**src/rtl/tcr_pkg.sv**
```systemverilog
// shared constants and tables of the twirl coordinate remap unit
// no dependencies; used by all rtl modules
`timescale 1ns / 1ps

package tcr_pkg;

    localparam int GUARD        = 10;
    localparam int GAIN_Q       = 24;
    localparam int CORDIC_ITERS = 24;
    localparam int ZC_W         = 32;
    localparam int Z_W          = 36;
    localparam int ANGLE_W      = 17;
    localparam int INV_W        = 24;
    localparam int T_W          = 17;
    localparam int CFG_DATA_W   = 24;
    localparam int UNIT         = 65536;
    localparam int ROUND_SHIFT  = GUARD + GAIN_Q;

    localparam longint ANG_PI      = 64'sd843314857;
    localparam longint ANG_HALF_PI = 64'sd421657428;
    localparam longint ANG_TWO_PI  = 64'sd1686629713;
    localparam longint CORDIC_GAIN = 64'sd10188014;

    localparam logic signed [ANGLE_W-1:0] ANGLE_RESET = 17'sd12288;

    typedef enum logic [1:0] {
        CFG_CENTRE_X    = 2'd0,
        CFG_CENTRE_Y    = 2'd1,
        CFG_INV_RADIUS  = 2'd2,
        CFG_TWIRL_ANGLE = 2'd3
    } cfg_index_t;

    // arctangent of 2^-i, q.28
    function automatic logic [ZC_W-1:0] atan_q28(input logic [4:0] idx);
        logic [ZC_W-1:0] v;
        unique case (idx)
            5'd0:  v = 32'd210828714;
            5'd1:  v = 32'd124459457;
            5'd2:  v = 32'd65760959;
            5'd3:  v = 32'd33381290;
            5'd4:  v = 32'd16755422;
            5'd5:  v = 32'd8385879;
            5'd6:  v = 32'd4193963;
            5'd7:  v = 32'd2097109;
            5'd8:  v = 32'd1048571;
            5'd9:  v = 32'd524287;
            5'd10: v = 32'd262144;
            5'd11: v = 32'd131072;
            5'd12: v = 32'd65536;
            5'd13: v = 32'd32768;
            5'd14: v = 32'd16384;
            5'd15: v = 32'd8192;
            5'd16: v = 32'd4096;
            5'd17: v = 32'd2048;
            5'd18: v = 32'd1024;
            5'd19: v = 32'd512;
            5'd20: v = 32'd256;
            5'd21: v = 32'd128;
            5'd22: v = 32'd64;
            5'd23: v = 32'd32;
            default: v = '0;
        endcase
        return v;
    endfunction

endpackage

```
**src/rtl/tcr_isqrt.sv**
```systemverilog
// pipelined integer square root, one result bit per stage
// depends on tcr_pkg; carries a payload alongside each item
`timescale 1ns / 1ps

module tcr_isqrt
    import tcr_pkg::*;
#(
    parameter int R_W   = 18,
    parameter int PAY_W = 36
) (
    input  logic                aclk,
    input  logic                aresetn,
    input  logic                en,
    input  logic                vld_i,
    input  logic [2*R_W-1:0]    val_i,
    input  logic [PAY_W-1:0]    pay_i,
    output logic                vld_o,
    output logic [R_W-1:0]      root_o,
    output logic [PAY_W-1:0]    pay_o
);

    localparam int SQ_W = 2 * R_W;

    logic [SQ_W-1:0]  rem_reg [R_W];
    logic [SQ_W-1:0]  res_reg [R_W];
    logic [PAY_W-1:0] pay_reg [R_W];
    logic [R_W-1:0]   vld_reg;

    for (genvar k = 0; k < R_W; k++) begin : g_stage
        localparam logic [SQ_W-1:0] BIT = {{(SQ_W-1){1'b0}}, 1'b1} << (SQ_W - 2 - 2 * k);
        logic [SQ_W-1:0]  rem_in;
        logic [SQ_W-1:0]  res_in;
        logic [PAY_W-1:0] pay_in;
        logic             vld_in;
        logic [SQ_W-1:0]  trial;
        logic [SQ_W-1:0]  rem_next;
        logic [SQ_W-1:0]  res_next;

        if (k == 0) begin : g_first
            assign rem_in = val_i;
            assign res_in = '0;
            assign pay_in = pay_i;
            assign vld_in = vld_i;
        end else begin : g_rest
            assign rem_in = rem_reg[k-1];
            assign res_in = res_reg[k-1];
            assign pay_in = pay_reg[k-1];
            assign vld_in = vld_reg[k-1];
        end

        always_comb begin
            trial = res_in + BIT;
            if (rem_in >= trial) begin
                rem_next = rem_in - trial;
                res_next = (res_in >> 1) + BIT;
            end else begin
                rem_next = rem_in;
                res_next = res_in >> 1;
            end
        end

        always_ff @(posedge aclk) begin
            if (!aresetn) begin
                vld_reg[k] <= 1'b0;
            end else if (en) begin
                vld_reg[k] <= vld_in;
            end
            if (en) begin
                rem_reg[k] <= rem_next;
                res_reg[k] <= res_next;
                pay_reg[k] <= pay_in;
            end
        end
    end

    assign vld_o  = vld_reg[R_W-1];
    assign root_o = res_reg[R_W-1][R_W-1:0];
    assign pay_o  = pay_reg[R_W-1];

endmodule

```
**config.mk**
```make
export PLATFORM = sky130hd
export DESIGN_NAME = tcr_isqrt
export DESIGN_NICKNAME = d
export VERILOG_FILES = /design/src/rtl/tcr_pkg.sv /design/src/rtl/tcr_isqrt.sv
export SDC_FILE = /design/constraint.sdc
export NUM_CORES = 1
export LEC_CHECK = 0
export BUFFER_PORTS_ARGS = -buffer_cell sky130_fd_sc_hd__buf_2
export CAP_MARGIN = 20
export CORE_ASPECT_RATIO = 0.75
export CORE_MARGIN = 5
export CORE_UTILIZATION = 60
export CTS_CLUSTER_SIZE = 25
export DETAILED_ROUTE_END_ITERATION = 8
export PLACE_DENSITY = 0.79
export SYNTH_ARGS = -nofsm -noshare
export SYNTH_HDL_FRONTEND = slang
export SYNTH_SLANG_ARGS = --single-unit
```
**constraint.sdc**
```tcl
create_clock -name aclk -period 3.6 [get_ports aclk]
set_input_delay 0.72 -clock aclk [delete_from_list [all_inputs] [get_ports aclk]]
set_output_delay 0.72 -clock aclk [all_outputs]
set_load 0.005 [all_outputs]
```
**Word level (Yosys, flattened, before mapping)**

Memories as Yosys holds them, arrays and structs flattened.
Index checks and enable logic that the tools add are counted.

- Memory bits (writable): 1944
- Memories: 3
- Output and inout port bits: 55
- Input port bits: 76
- Register bits after elaboration: 18
- Logic and storage cells: 129

Memory list:

| name | words | bits a word | rd ports | clocked after Yosys merged registers in | write ports | RTL line | text |
|---|---|---|---|---|---|---|---|
| pay_reg | 18 | 36 | 18 | 0 | 18 | tcr_isqrt.sv:26 | `logic [PAY_W-1:0] pay_reg [R_W];` |
| rem_reg | 18 | 36 | 17 | 0 | 18 | tcr_isqrt.sv:24 | `logic [SQ_W-1:0] rem_reg [R_W];` |
| res_reg | 18 | 36 | 18 | 0 | 18 | tcr_isqrt.sv:25 | `logic [SQ_W-1:0] res_reg [R_W];` |

- Magnitude comparators: 18
- Add/subtract/negate cells: 52
- Muxes and demuxes: 38

Operator list:

| operator | count |
|---|---|
| 36-bit 2-to-1 mux | 35 |
| 36-bit >= comparator | 17 |
| 36-bit subtractor | 17 |
| 35-bit by 1-bit adder with 36-bit output, second input constant | 1 |
| 35-bit by 11-bit adder with 36-bit output, second input constant | 1 |
| 35-bit by 13-bit adder with 36-bit output, second input constant | 1 |
| 35-bit by 15-bit adder with 36-bit output, second input constant | 1 |
| 35-bit by 17-bit adder with 36-bit output, second input constant | 1 |
| 35-bit by 19-bit adder with 36-bit output, second input constant | 1 |
| 35-bit by 21-bit adder with 36-bit output, second input constant | 1 |
| 35-bit by 23-bit adder with 36-bit output, second input constant | 1 |
| 35-bit by 25-bit adder with 36-bit output, second input constant | 1 |
| 35-bit by 27-bit adder with 36-bit output, second input constant | 1 |
| 35-bit by 29-bit adder with 36-bit output, second input constant | 1 |
| 35-bit by 3-bit adder with 36-bit output, second input constant | 1 |
| 35-bit by 31-bit adder with 36-bit output, second input constant | 1 |
| 35-bit by 33-bit adder with 36-bit output, second input constant | 1 |
| 35-bit by 5-bit adder with 36-bit output, second input constant | 1 |
| 35-bit by 7-bit adder with 36-bit output, second input constant | 1 |
| 35-bit by 9-bit adder with 36-bit output, second input constant | 1 |
| 36-bit by 1-bit adder with 36-bit output, second input constant | 1 |
| 36-bit by 11-bit adder with 36-bit output, second input constant | 1 |
| 36-bit by 13-bit adder with 36-bit output, second input constant | 1 |
| 36-bit by 15-bit adder with 36-bit output, second input constant | 1 |
| other kinds (17) | 18 |

**Logic depth before layout (Yosys ltp)**

Gate-level depths: netlist (run 1).
An unclocked memory read counts as a cell.

- Depth in word-level cells: 4
- Mapped depth: 12
- Gate-level depth less buffers: 11

**Least setup slack after synthesis (run 1)**

Ideal clock, no wire load.

- Kind: flip-flop to flip-flop
- Start point: mem rem_reg[12][11] (netlist name)
- End point: mem rem_reg[13][21] (netlist name), data pin
- Data required time: 3.340 ns
- Buffers on the path: 0
- Data arrival time: 2.730 ns
- Library setup time: 0.260 ns
- Clock period less this slack: 2.990 ns
- Stages on the path, launching flop included: 10
- Slack: 0.610 ns
- Cells stage by stage: edfxtp_1 > ha_1 > a21oi_1 > a21oi_1 > a2111oi_0 > o21bai_1 > o21a_1 > o41ai_1 > xnor2_1 > mux2_2

RTL lines:

| item | RTL line |
|---|---|
| start, declared | tcr_isqrt.sv:24 |

==> reports/qor.txt, run 1 <==
SYNTH
----------------------------------------------------------------------------------------
Dominant register cell in the synthesized netlist ......................... sky130_fd_sc_hd__edfxtp_1
Share of synthesized registers carrying an async set or reset .............           0%
Sequential share of the synthesized area ..................................        76.4%
Avg Cell Area, Syn ........................................................    16.2 um^2
Number of synthesized flops with an enable pin ............................         1431
Total nets after synthesis ................................................         3768
Distinct cell type count after synthesis ..................................           76
Flops & latches, synth ....................................................         1449
Gate count after technology mapping .......................................         3507
Synthesized area ..........................................................   56700 um^2
Synthesis warning total ...................................................            0

SETUP PATH
----------------------------------------------------------------------------------------
Worst path required time ..................................................      4.08 ns
Category of the worst setup path capture point ............................    flip-flop
Arrival time reported for the critical path endpoint ......................      3.83 ns
Worst path bufs/invs ......................................................            1
Ordered cell list for the critical path ................................... ha_1, nor2b_1, o31a_1, o311a_1, o41ai_1, nand3_2, buf_4, nor2_1, a21oi_1
Class of the most critical setup path .....................................      reg2reg
Slowest stage cell on the critical path ................................... sky130_fd_sc_hd__o41ai_1
Setup slack of the worst register-to-register path ........................      0.24 ns
Maximum fanout count along the critical path ..............................           13
Crit start category .......................................................    flip-flop
Worst stage delay on the critical path ....................................      0.64 ns
Family with the most delay on the worst path .............................. compound AO/OA/AOI/OAI gates
Start point of the critical path .......................................... rem_reg[11][12]$_DFFE_PP_
Crit Reg-Reg Startpoint ................................................... rem_reg[11][12]$_DFFE_PP_

POWER AND IR DROP
----------------------------------------------------------------------------------------
Power share of the combinational group ....................................        10.4%
Static leakage power ......................................................      23.4 nW
Int Pwr ...................................................................     0.0304 W
Part of the total power dissipated in sequential elements .................        53.7%
Portion of total power attributed to the clock network ....................        35.9%
Switching part of the total power .........................................        23.4%
Worst vdd ir ..............................................................       485 uV
Power Dens Cells ..........................................................  621 nW/um^2
Switch Pwr ................................................................    0.00931 W

STA
----------------------------------------------------------------------------------------
Min Clock Period, post-route ..............................................      3.36 ns
Slew of the pin with the lowest slew margin ...............................     0.847 ns
Count of final hold-check violations ......................................            0
Setup WS post-layout ......................................................     0.244 ns
Number of endpoints failing setup at the final stage ......................            0
Worst rel slew slack ......................................................        43.5%
RSZ-0062 raised after global routing ......................................        false
FMAX ......................................................................    0.298 GHz
Post-Route Skew ...........................................................    0.0332 ns
Post-Route Setup TNS ......................................................         0 ns
Number of pins with negative max-slew slack in the final report ...........            0
Share of the cycle needed by the critical path after routing ..............        93.2%

GLOBAL ROUTING
----------------------------------------------------------------------------------------
Via count of the first global-routing pass ................................        28400
Total grt overflow ........................................................            0
Initial antenna violation count ...........................................            2
First-pass GRT wire length ................................................    151000 um
Maximum number of pins on one net before global-route repair ..............          100
Overall track demand over capacity in global routing ......................        18.8%

CTS
----------------------------------------------------------------------------------------
Clock sink total ..........................................................         1449
CTS tree ..................................................................          yes
Cell at the root of the clock tree ........................................ sky130_fd_sc_hd__clkbuf_16
Number of post-CTS setup repair buffers ...................................            0
Maximum count of clock buffers along a single path ........................            3
Clock transition at path regs .............................................      0.06 ns
Clock latency on the worst-skew pair ......................................      0.74 ns
H-tree depth ..............................................................            4
Total clock buffers created by CTS ........................................          135

ROUTING
----------------------------------------------------------------------------------------
Number of search-and-repair iterations in the first detailed-routing pass .            6
DR DRC count ..............................................................            0
Ratio of routed vias to standard cells ....................................         5.60
Vias after detailed routing ...............................................        28800
Detail Route Antenna Nets .................................................            0
Routed length per placed instance .........................................      18.1 um
Routed wire length ........................................................     93200 um
Initial DRC Count .........................................................         2561

PLACEMENT
----------------------------------------------------------------------------------------
Port-buffer cells .........................................................          130
Final HPWL from detailed placement ........................................     62100 um
Setup Slack @ Placement ...................................................    0.0815 ns
Gpl congestion ............................................................        0.900

DIE
----------------------------------------------------------------------------------------
Width of the die ..........................................................       365 um
Die area ..................................................................  101000 um^2
Core Footprint ............................................................   93600 um^2
Boundary pin count ........................................................          131
Number of rows created at floorplan .......................................           97
Floorplan die height ......................................................       276 um
Starting utilization of the core area .....................................        60.6%

FINAL LAYOUT
----------------------------------------------------------------------------------------
Antenna Diode Count .......................................................            0
Number of flip-flops in the largest register ..............................          648
Share of final-layout standard cells stronger than drive strength 1 .......        11.4%
Area Growth Syn to Fin ....................................................        12.8%
Final Net Count ...........................................................         4061

RUN
----------------------------------------------------------------------------------------
Max cap viols .............................................................            0

STATUS
----------------------------------------------------------------------------------------
Run status ................................................................    completed

MIN PATH
----------------------------------------------------------------------------------------
Start point of the worst min-delay path ...................................     val_i[1]
Hold/Removal Path Class ...................................................       in2reg

-- cell families (layout without fill, tap and decap cells) --
group                      after synthesis  count (layout)  share of synthesized area [%]
AOI/OAI and AO/OA                      499             499                           5.51
and+or+nand+nor                        810             810                           7.44
xor gates and xnor gates               251             251                           3.87
muxes                                   51              51                          0.955
buffers and inverters                  262             658                           1.78
adders and majority gates              185             185                           4.08
DFF                                   1449            1449                           76.4
-- stage by stage --
step	util, %	hold WS, ns	total power, W	std cells	cell area (um^2)
after floorplan	-	0.400	0.0242	3507	56700
after global placement	63.6	0.400	0.0255	4900	59500
after detailed placement	63.6	0.405	0.0257	4900	59500
after CTS	68.4	0.0817	0.0401	5140	64000
after global routing	68.4	0.104	0.0415	5140	64000
final	68.4	0.151	0.0397	5140	64000
-- layout by cell type, fill, tap and decap left out, types with 129 or more instances in the layout --
cell type / instances
sky130_fd_sc_hd__xor2_1: 129
sky130_fd_sc_hd__clkbuf_16: 136
sky130_fd_sc_hd__nor2_1: 168
sky130_fd_sc_hd__buf_2: 129
sky130_fd_sc_hd__nand2_1: 180
sky130_fd_sc_hd__inv_1: 218
sky130_fd_sc_hd__o21ai_0: 144
sky130_fd_sc_hd__ha_1: 185
sky130_fd_sc_hd__a21oi_1: 144
sky130_fd_sc_hd__edfxtp_1: 1431
-- synth_stat cells, types with 23 or more instances --
cell type                  count  area [um^2]
sky130_fd_sc_hd__clkbuf_1     24         90.1
sky130_fd_sc_hd__mux2i_1      26          260
sky130_fd_sc_hd__a21o_1       37          278
sky130_fd_sc_hd__edfxtp_1   1431        43000
sky130_fd_sc_hd__nand2_1     180          676
sky130_fd_sc_hd__o21a_1       44          330
sky130_fd_sc_hd__or3_1        35          219
sky130_fd_sc_hd__nor4_1       84          526
sky130_fd_sc_hd__o31ai_1      23          173
sky130_fd_sc_hd__nor2_1      168          631
sky130_fd_sc_hd__inv_1       218          818
sky130_fd_sc_hd__xnor2_1     122         1070
sky130_fd_sc_hd__ha_1        185         2310
sky130_fd_sc_hd__nand2b_1     34          213
sky130_fd_sc_hd__a21oi_1     144          721
sky130_fd_sc_hd__nand3_1      36          180
sky130_fd_sc_hd__mux2_2       25          282
sky130_fd_sc_hd__nor3_1       81          405
sky130_fd_sc_hd__nor2b_1      51          319
sky130_fd_sc_hd__xor2_1      129         1130
sky130_fd_sc_hd__o21ai_0     144          721
sky130_fd_sc_hd__nand4_1      31          194
-- timing repair --
item / 4_1_cts / 5_1_grt
hold endpoints to repair: 0 / 0
endpoints found under the setup margin: 0 / 9
resized for setup: 0 / 2
hold buffers: 0 / 0
-- layer usage --
layer / part of all wire (%) / global-route usage (%) / vias to the layer above
met2: 46 / 28.9 / 839
li1: - / - / 13900
met1: 46 / 27.7 / 13900
met3: 6.3 / 3.41 / 160
met5: 0 / 0 / -
met4: 2.1 / 6.04 / 0
-- worst reg2reg max path: stages, from the launching register on --
cell and delay [ns]:
sky130_fd_sc_hd__edfxtp_1 0.40, sky130_fd_sc_hd__ha_1 0.37, sky130_fd_sc_hd__nor2b_1 0.17, sky130_fd_sc_hd__o31a_1 0.29, sky130_fd_sc_hd__o311a_1 0.41, sky130_fd_sc_hd__o41ai_1 0.64
sky130_fd_sc_hd__nand3_2 0.36, sky130_fd_sc_hd__buf_4 0.29, sky130_fd_sc_hd__nor2_1 0.11, sky130_fd_sc_hd__a21oi_1 0.05
-- path summary, 6_finish.rpt --
check,end,depth (start not counted)
max,rem_reg[12][23]$_DFFE_PP_,9
min,rem_reg[0][1]$_DFFE_PP_,1
max reg2reg,rem_reg[12][23]$_DFFE_PP_,9
min reg2reg,pay_reg[10][22]$_DFFE_PP_,0
-- layout make-up --
cell class / instances / area [um^2]
Fill cell: 6088 / 29600
Clock buffer: 160 / 3490
Clock inverter: 80 / 967
Sequential cell: 1449 / 43300
Multi-Input combinational cell: 1796 / 12400
Inverter: 218 / 818
Tap cell: 1237 / 1550
Timing Repair Buffer: 200 / 1380
-- power groups by stage --
stage | sequential (W) | combinational, W | clock (W)
2_1_floorplan | 0.0213 | 0.00287 | 0
3_3_place_gp | 0.0216 | 0.00394 | 0
3_5_place_dp | 0.0217 | 0.00405 | 0
4_1_cts | 0.0213 | 0.00410 | 0.0146
5_1_grt | 0.0215 | 0.00460 | 0.0154
6_report | 0.0213 | 0.00412 | 0.0143
(Power assumes the default switching activity.)
==> run 2: changes to the inputs <==
- PLACE_DENSITY: 0.79 -> 0.89
==> reports/qor.txt, run 2 (synthesized netlist as in run 1, its figures left out) <==
POWER AND IR DROP
----------------------------------------------------------------------------------------
Part of the total power dissipated in sequential elements .................        53.2%   -0.5 points
Static leakage power ......................................................      23.5 nW   +0.47%
Power Dens Cells ..........................................................  624 nW/um^2   +0.58%
Switch Pwr ................................................................    0.00957 W   +2.7%
Portion of total power attributed to the clock network ....................        36.3%   +0.4 points
Power, Total ..............................................................     0.0401 W   +0.98%
Worst vdd ir ..............................................................       574 uV   +18%
Int Pwr ...................................................................     0.0305 W   +0.45%
Power share of the combinational group ....................................        10.5%   about the same
Switching part of the total power .........................................        23.9%   +0.41 points

SETUP PATH
----------------------------------------------------------------------------------------
Ordered cell list for the critical path ................................... ha_1, nor2b_1, o21ai_0, a21oi_1, o31ai_1, a21oi_1, nor3_2, buf_4, o21ai_0
Crit Reg-Reg Startpoint ................................................... rem_reg[9][16]$_DFFE_PP_
Arrival time reported for the critical path endpoint ......................      3.86 ns   +0.03 ns
Worst path required time ..................................................      4.08 ns   about the same
Worst stage delay on the critical path ....................................      0.54 ns   -0.10 ns
Setup slack of the worst register-to-register path ........................      0.22 ns   -0.02 ns
Class of the most critical setup path .....................................      reg2reg
Capture instance of the worst register-to-register path ................... rem_reg[10][16]$_DFFE_PP_
Start point of the critical path .......................................... rem_reg[9][16]$_DFFE_PP_
Category of the worst setup path capture point ............................    flip-flop
Crit start category .......................................................    flip-flop
Maximum fanout count along the critical path ..............................           17   +4
Depth of the most critical reg-to-reg path ................................            9   unchanged
Slowest stage cell on the critical path ................................... sky130_fd_sc_hd__nor3_2

PLACEMENT
----------------------------------------------------------------------------------------
Placed Instances ..........................................................         4902   +0.041%
Post-DP Area ..............................................................   59600 um^2   +0.17%
Gpl congestion ............................................................        0.933   +3.7%
Port-buffer cells .........................................................          130   unchanged
Final HPWL from detailed placement ........................................     62800 um   +1.1%

STA
----------------------------------------------------------------------------------------
Final worst hold slack ....................................................     0.112 ns   -0.0385 ns
Worst rel slew slack ......................................................        43.4%   -0.15 points
Min Clock Period, post-route ..............................................      3.38 ns   +0.0228 ns
Count of final hold-check violations ......................................            0   unchanged
Slew of the pin with the lowest slew margin ...............................     0.849 ns   +0.00224 ns
FMAX ......................................................................    0.296 GHz   -0.67%
Share of the cycle needed by the critical path after routing ..............        93.9%   +0.63 points
Number of pins with negative max-slew slack in the final report ...........            0   unchanged
Number of endpoints failing setup at the final stage ......................            0   unchanged
Post-Route Skew ...........................................................    0.0350 ns   +0.00181 ns

CTS
----------------------------------------------------------------------------------------
Maximum count of clock buffers along a single path ........................            3   unchanged
Hold Buf Count CTS ........................................................            0   unchanged
Clock transition at path regs .............................................      0.07 ns   about the same
Number of gates resized after cts .........................................            0   unchanged
Clock latency on the worst-skew pair ......................................      0.78 ns   +0.04 ns
Clock sink total ..........................................................         1449   unchanged
Cell at the root of the clock tree ........................................ sky130_fd_sc_hd__clkbuf_16
Number of post-CTS setup repair buffers ...................................            0   unchanged
CTS tree ..................................................................          yes
Total clock buffers created by CTS ........................................          134   -0.74%
H-tree depth ..............................................................            4   unchanged

GLOBAL ROUTING
----------------------------------------------------------------------------------------
Initial antenna violation count ...........................................            1   -1
Overall track demand over capacity in global routing ......................        19.3%   +0.55 points
Via count of the first global-routing pass ................................        29100   +2.6%
Total grt overflow ........................................................            0   unchanged
First-pass GRT wire length ................................................    155000 um   +2.7%
Maximum number of pins on one net before global-route repair ..............          100   unchanged

FINAL LAYOUT
----------------------------------------------------------------------------------------
Share of final-layout standard cells stronger than drive strength 1 .......        11.6%   +0.18 points
Count of non-filler cells in the finished layout ..........................         5147   +0.14%
Fillcell total ............................................................         5816   -4.5%
Area Growth Syn to Fin ....................................................        13.2%
Final Net Count ...........................................................         4062   +0.025%
Most common library cell in the layout ignoring fill and taps ............. sky130_fd_sc_hd__edfxtp_1
Layout Cell Area excl Fill ................................................   64200 um^2   +0.40%
Antenna Diode Count .......................................................            0   unchanged
Most frequent cells in the layout ......................................... 1431 x sky130_fd_sc_hd__edfxtp_1, 218 x sky130_fd_sc_hd__inv_1, 185 x sky130_fd_sc_hd__ha_1
Number of flip-flops in the largest register ..............................          648   unchanged

DIE
----------------------------------------------------------------------------------------
Core Footprint ............................................................   93600 um^2   unchanged
Boundary pin count ........................................................          131   unchanged
Die area ..................................................................  101000 um^2   unchanged
Width of the die ..........................................................       365 um   unchanged
Number of rows created at floorplan .......................................           97   unchanged
Floorplan die height ......................................................       276 um   unchanged
Starting utilization of the core area .....................................        60.6%   unchanged

ROUTING
----------------------------------------------------------------------------------------
Ratio of routed vias to standard cells ....................................         5.69   +1.6%
Routed length per placed instance .........................................      18.6 um   +2.7%
Detail Route Antenna Nets .................................................            0   unchanged
Routed wire length ........................................................     95800 um   +2.8%
Number of search-and-repair iterations in the first detailed-routing pass .            5   -1
Initial DRC Count .........................................................         2472   -3.5%
Vias after detailed routing ...............................................        29300   +1.7%
DR DRC count ..............................................................            0   unchanged

MIN PATH
----------------------------------------------------------------------------------------
Hold/Removal Path Class ...................................................       in2reg
Start point of the worst min-delay path ...................................    val_i[24]
Worst hold path cell count ................................................            1   unchanged
End of the worst hold path ................................................ rem_reg[0][24]$_DFFE_PP_

STATUS
----------------------------------------------------------------------------------------
Run status ................................................................    completed

RUN
----------------------------------------------------------------------------------------
Max cap viols .............................................................            0   unchanged

## run 2: changes by cell type in the layout (fill, tap and decap cells not counted), sizes merged
cell,previous run,this run
buf,200,202
inv,227,224
clkbuf,160,164
clkinvlp,6,5
clkinv,48,53
## run 2: through the flow
stage	TNS (ns)	util, %	worst slack (ns)
2_1_floorplan	0	-	0.610
3_3_place_gp	0	63.7	0.219
3_5_place_dp	0	63.7	0.226
4_1_cts	0	68.6	0.124
5_1_grt	-0.0916	68.6	-0.0214
6_report	0	68.6	0.221
## run 2: final cells by class
class / instances / area, um^2 / area share [%]
inverter: 218 / 818 / 1.27
sequential: 1449 / 43300 / 67.5
timing repair buffer: 202 / 1480 / 2.31
tap: 1237 / 1550 / 2.41
clock inverter: 81 / 1080 / 1.68
clock buffer: 164 / 3540 / 5.51
multi-input combinational: 1796 / 12400 / 19.4
## run 2: per-layer routing
| layer | vias to the layer above | GRT usage (%) | routed length, um |
|---|---|---|---|
| met1 | 14100 | 26.5 | 40500 |
| li1 | 13900 | - | - |
| met3 | 181 | 3.48 | 6140 |
| met5 | - | 0 | 0 |
| met2 | 1035 | 31.5 | 46600 |
| met4 | 0 | 7.08 | 2530 |
## run 2: worst max-delay path by stage
stage | end | slack, ns | cells past startpoint
2_1_floorplan | rem_reg[13][21]$_DFFE_PP_ | 0.61 | 9
3_3_place_gp | rem_reg[14][27]$_DFFE_PP_ | 0.22 | 9
3_5_place_dp | rem_reg[15][15]$_DFFE_PP_ | 0.23 | 7
4_1_cts | rem_reg[15][19]$_DFFE_PP_ | 0.12 | 7
5_1_grt | rem_reg[15][15]$_DFFE_PP_ | -0.02 | 7
6_report | rem_reg[10][16]$_DFFE_PP_ | 0.22 | 9
## run 2: power groups by stage
stage | Clock, W | Combinational, W | Sequential (W)
finish | 0.0145 | 0.00423 | 0.0213
CTS | 0.0149 | 0.00419 | 0.0213
global placement | 0 | 0.00394 | 0.0216
floorplan | 0 | 0.00287 | 0.0213
detailed placement | 0 | 0.00411 | 0.0217
global route | 0.0157 | 0.00467 | 0.0215
## run 2: worst max-delay path: cells and delay by family (launching register included)
family          cells  cell delay (ns)
compound gates      5             1.33
flops               1             0.40
fa+ha+maj           1             0.36
buf+inv             1             0.32
simple gates        2             0.69
==> run 3: changes to the inputs <==
- ABC_AREA: unset -> 1
==> reports/qor.txt, run 3 <==
STATUS
----------------------------------------------------------------------------------------
Run status ................................................................    completed

SYNTH
----------------------------------------------------------------------------------------
Dominant register cell in the synthesized netlist ......................... sky130_fd_sc_hd__edfxtp_1
Share of synthesized registers carrying an async set or reset .............           0%   unchanged
Leading cell types by count after synthesis ............................... 1431 x sky130_fd_sc_hd__edfxtp_1, 1134 x sky130_fd_sc_hd__nand2_1, 620 x sky130_fd_sc_hd__inv_1
Sequential share of the synthesized area ..................................        70.2%   -6.1 points
Distinct cell type count after synthesis ..................................           49   -36%
Leading area contributor after synthesis .................................. sky130_fd_sc_hd__edfxtp_1
Avg Cell Area, Syn ........................................................    11.9 um^2   -26%
Total nets after synthesis ................................................         5423   +44%
Flops & latches, synth ....................................................         1449   unchanged
Most numerous cell in the Yosys netlist ................................... sky130_fd_sc_hd__edfxtp_1
Number of synthesized flops with an enable pin ............................         1431   unchanged
Yosys top cell area share .................................................        69.7%   -6.1 points
Synthesis warning total ...................................................            0   unchanged
Gate count after technology mapping .......................................         5162   +47%
Synthesized area ..........................................................   61700 um^2   +8.7%
Leading cell types by total area after synthesis .......................... sky130_fd_sc_hd__edfxtp_1 70%, sky130_fd_sc_hd__nand2_1 6.9%, sky130_fd_sc_hd__inv_1 3.8%

SETUP PATH
----------------------------------------------------------------------------------------
Ordered cell list for the critical path ................................... ha_1, a21oi_1, o21ai_2, nand2_1, nand2_1, nand2_1, nand2_1, nor2_1, inv_1, nand2_1, inv_1
Setup slack of the worst register-to-register path ........................      0.39 ns   +0.17 ns
Depth of the most critical reg-to-reg path ................................           11   +2
Worst stage delay on the critical path ....................................      0.52 ns   -0.02 ns
Slowest stage cell on the critical path ................................... sky130_fd_sc_hd__nor2_1
Worst path required time ..................................................      4.09 ns   about the same
Category of the worst setup path capture point ............................    flip-flop
Class of the most critical setup path .....................................      reg2reg
Capture instance of the worst register-to-register path ................... rem_reg[11][26]$_DFFE_PP_
Cell repeated most along the worst path ................................... sky130_fd_sc_hd__nand2_1
Crit Reg-Reg Startpoint ................................................... rem_reg[10][15]$_DFFE_PP_
Maximum fanout count along the critical path ..............................           10   -7
Crit start category .......................................................    flip-flop
Arrival time reported for the critical path endpoint ......................      3.70 ns   -0.16 ns

FINAL LAYOUT
----------------------------------------------------------------------------------------
Register area .............................................................   43300 um^2   unchanged
Fillcell total ............................................................         6959   +20%
Share of final-layout standard cells stronger than drive strength 1 .......        8.49%   -3.1 points
Final Net Count ...........................................................         5721   +41%
Final core utilization ....................................................        68.1%   -0.54 points
Multi-input gate area in the final layout .................................   15700 um^2   +27%
Most frequent cells in the layout ......................................... 1431 x sky130_fd_sc_hd__edfxtp_1, 1134 x sky130_fd_sc_hd__nand2_1, 620 x sky130_fd_sc_hd__inv_1
Antenna Diode Count .......................................................            0   unchanged
Count of non-filler cells in the finished layout ..........................         6910   +34%
Most common library cell in the layout ignoring fill and taps ............. sky130_fd_sc_hd__edfxtp_1
Area Growth Syn to Fin ....................................................        12.2%
Number of flip-flops in the largest register ..............................          648   unchanged

DIE
----------------------------------------------------------------------------------------
Starting utilization of the core area .....................................        60.7%   +0.074 points
Die area ..................................................................  109000 um^2   +8.4%
Width of the die ..........................................................       380 um   +4.1%
Number of rows created at floorplan .......................................          101   +4.1%
Core Footprint ............................................................  102000 um^2   +8.6%
Floorplan die height ......................................................       288 um   +4.1%
Boundary pin count ........................................................          131   unchanged

ROUTING
----------------------------------------------------------------------------------------
Number of search-and-repair iterations in the first detailed-routing pass .            7   +2
DR DRC count ..............................................................            0   unchanged
Routed length per placed instance .........................................      20.5 um   +10%
Detail Route Antenna Nets .................................................            0   unchanged
Ratio of routed vias to standard cells ....................................         5.77   +1.4%
Vias after detailed routing ...............................................        39900   +36%
Initial DRC Count .........................................................         5149   +110%
Routed wire length ........................................................    142000 um   +48%

MIN PATH
----------------------------------------------------------------------------------------
Worst hold path cell count ................................................            1   unchanged
End of the worst hold path ................................................ pay_reg[0][30]$_DFFE_PP_
Start point of the worst min-delay path ...................................    pay_i[30]
Hold/Removal Path Class ...................................................       in2reg

PLACEMENT
----------------------------------------------------------------------------------------
Gpl congestion ............................................................        0.957   +2.6%
Placed Instances ..........................................................         6658   +36%
Port-buffer cells .........................................................          130   unchanged
Final HPWL from detailed placement ........................................     99700 um   +59%

GLOBAL ROUTING
----------------------------------------------------------------------------------------
Maximum number of pins on one net before global-route repair ..............           92   -8.0%
Total grt overflow ........................................................            0   unchanged
Initial antenna violation count ...........................................            2   +1
Overall track demand over capacity in global routing ......................        25.9%   +6.6 points
Via count of the first global-routing pass ................................        38300   +31%
First-pass GRT wire length ................................................    219000 um   +42%

CTS
----------------------------------------------------------------------------------------
Clock latency on the worst-skew pair ......................................      0.77 ns   about the same
Number of gates resized after cts .........................................            0   unchanged
Hold Buf Count CTS ........................................................            0   unchanged
Clock sink total ..........................................................         1449   unchanged
Maximum count of clock buffers along a single path ........................            3   unchanged
Clock transition at path regs .............................................      0.07 ns   about the same
Cell at the root of the clock tree ........................................ sky130_fd_sc_hd__clkbuf_16
H-tree depth ..............................................................            4   unchanged
Number of post-CTS setup repair buffers ...................................            0   unchanged
CTS tree ..................................................................          yes
Total clock buffers created by CTS ........................................          138   +3.0%

POWER AND IR DROP
----------------------------------------------------------------------------------------
Power Dens Cells ..........................................................  616 nW/um^2   -1.4%
Worst vdd ir ..............................................................       485 uV   -16%
Static leakage power ......................................................      27.4 nW   +16%
Power, Total ..............................................................     0.0426 W   +6.2%

STA
----------------------------------------------------------------------------------------
Count of final hold-check violations ......................................            0   unchanged
Share of the cycle needed by the critical path after routing ..............        89.1%   -4.8 points
FMAX ......................................................................    0.312 GHz   +5.3%
Min Clock Period, post-route ..............................................      3.21 ns   -0.171 ns
Post-Route Skew ...........................................................    0.0370 ns   +0.00194 ns
Number of pins with negative max-slew slack in the final report ...........            0   unchanged
Post-Route Setup TNS ......................................................         0 ns   unchanged
Slew of the pin with the lowest slew margin ...............................     0.996 ns   +0.147 ns
RSZ-0062 raised after global routing ......................................        false
Worst rel slew slack ......................................................        33.0%   -10 points
Number of endpoints failing setup at the final stage ......................            0   unchanged

RUN
----------------------------------------------------------------------------------------
Max cap viols .............................................................            0   unchanged

[run 3: metrics by stage]
stage | worst slack [ns] | hold slack [ns] | cell area [um^2]
floorplan | 1.50 | 0.400 | 61700
global placement | 0.509 | 0.400 | 64600
detailed placement | 0.652 | 0.405 | 64600
CTS | 0.554 | 0.0813 | 69200
global route | 0.290 | 0.103 | 69200
finish | 0.392 | 0.140 | 69200
[run 3: worst max-delay path, delay by kind of cell (launching register included)]
| family | cells | cell delay [ns] |
|---|---|---|
| simple gates | 6 | 1.15 |
| compound gates | 2 | 0.50 |
| fa+ha+maj | 1 | 0.43 |
| flops | 1 | 0.43 |
| buf+inv | 2 | 0.43 |
[run 3: layout make-up]
| cell class | instances | area share [%] |
|---|---|---|
| Clock buffer | 169 | 5.25 |
| Clock inverter | 82 | 1.34 |
| Timing Repair Buffer | 200 | 2.22 |
| Sequential cell | 1449 | 62.6 |
| Inverter | 627 | 3.40 |
| Tap cell | 1339 | 2.42 |
| Multi-Input combinational cell | 3044 | 22.8 |
[run 3: worst max path at each step]
stage / cells after the start / start / slack, ns / end
floorplan: 12 / rem_reg[6][23]$_DFFE_PP_ / 1.50 / rem_reg[7][26]$_DFFE_PP_
global placement: 10 / rem_reg[14][9]$_DFFE_PP_ / 0.51 / rem_reg[15][23]$_DFFE_PP_
detailed placement: 9 / rem_reg[13][11]$_DFFE_PP_ / 0.65 / rem_reg[14][16]$_DFFE_PP_
CTS: 11 / rem_reg[10][15]$_DFFE_PP_ / 0.55 / rem_reg[11][26]$_DFFE_PP_
global route: 11 / rem_reg[10][15]$_DFFE_PP_ / 0.29 / rem_reg[11][26]$_DFFE_PP_
finish: 11 / rem_reg[10][15]$_DFFE_PP_ / 0.39 / rem_reg[11][26]$_DFFE_PP_
[run 3: cell families after synthesis]
family                   count (synthesis)  synth area share [%]
AND/OR/NAND/NOR                       2175                  14.9
AO/OA/AOI/OAI                          511                  4.46
adder cells (fa/ha/maj)                185                  3.75
XOR/XNOR                               173                  2.46
buffers and inverters                  669                  4.23
flip-flops                            1449                  70.2
[run 3: where the power goes]
| part | internal, W | switching (W) |
|---|---|---|
| Combinational | 0.00210 | 0.00429 |
| Clock | 0.00806 | 0.00650 |
| Sequential | 0.0205 | 0.00113 |
| Total | 0.0307 | 0.0119 |
[run 3: metal layers]
layer,routed length (um),GRT usage (%),up-vias
li1,-,-,18500
met1,60800,38.8,18900
met2,60300,37.7,2247
met3,17000,6.91,313
met4,3720,7.50,2
met5,13,0,-
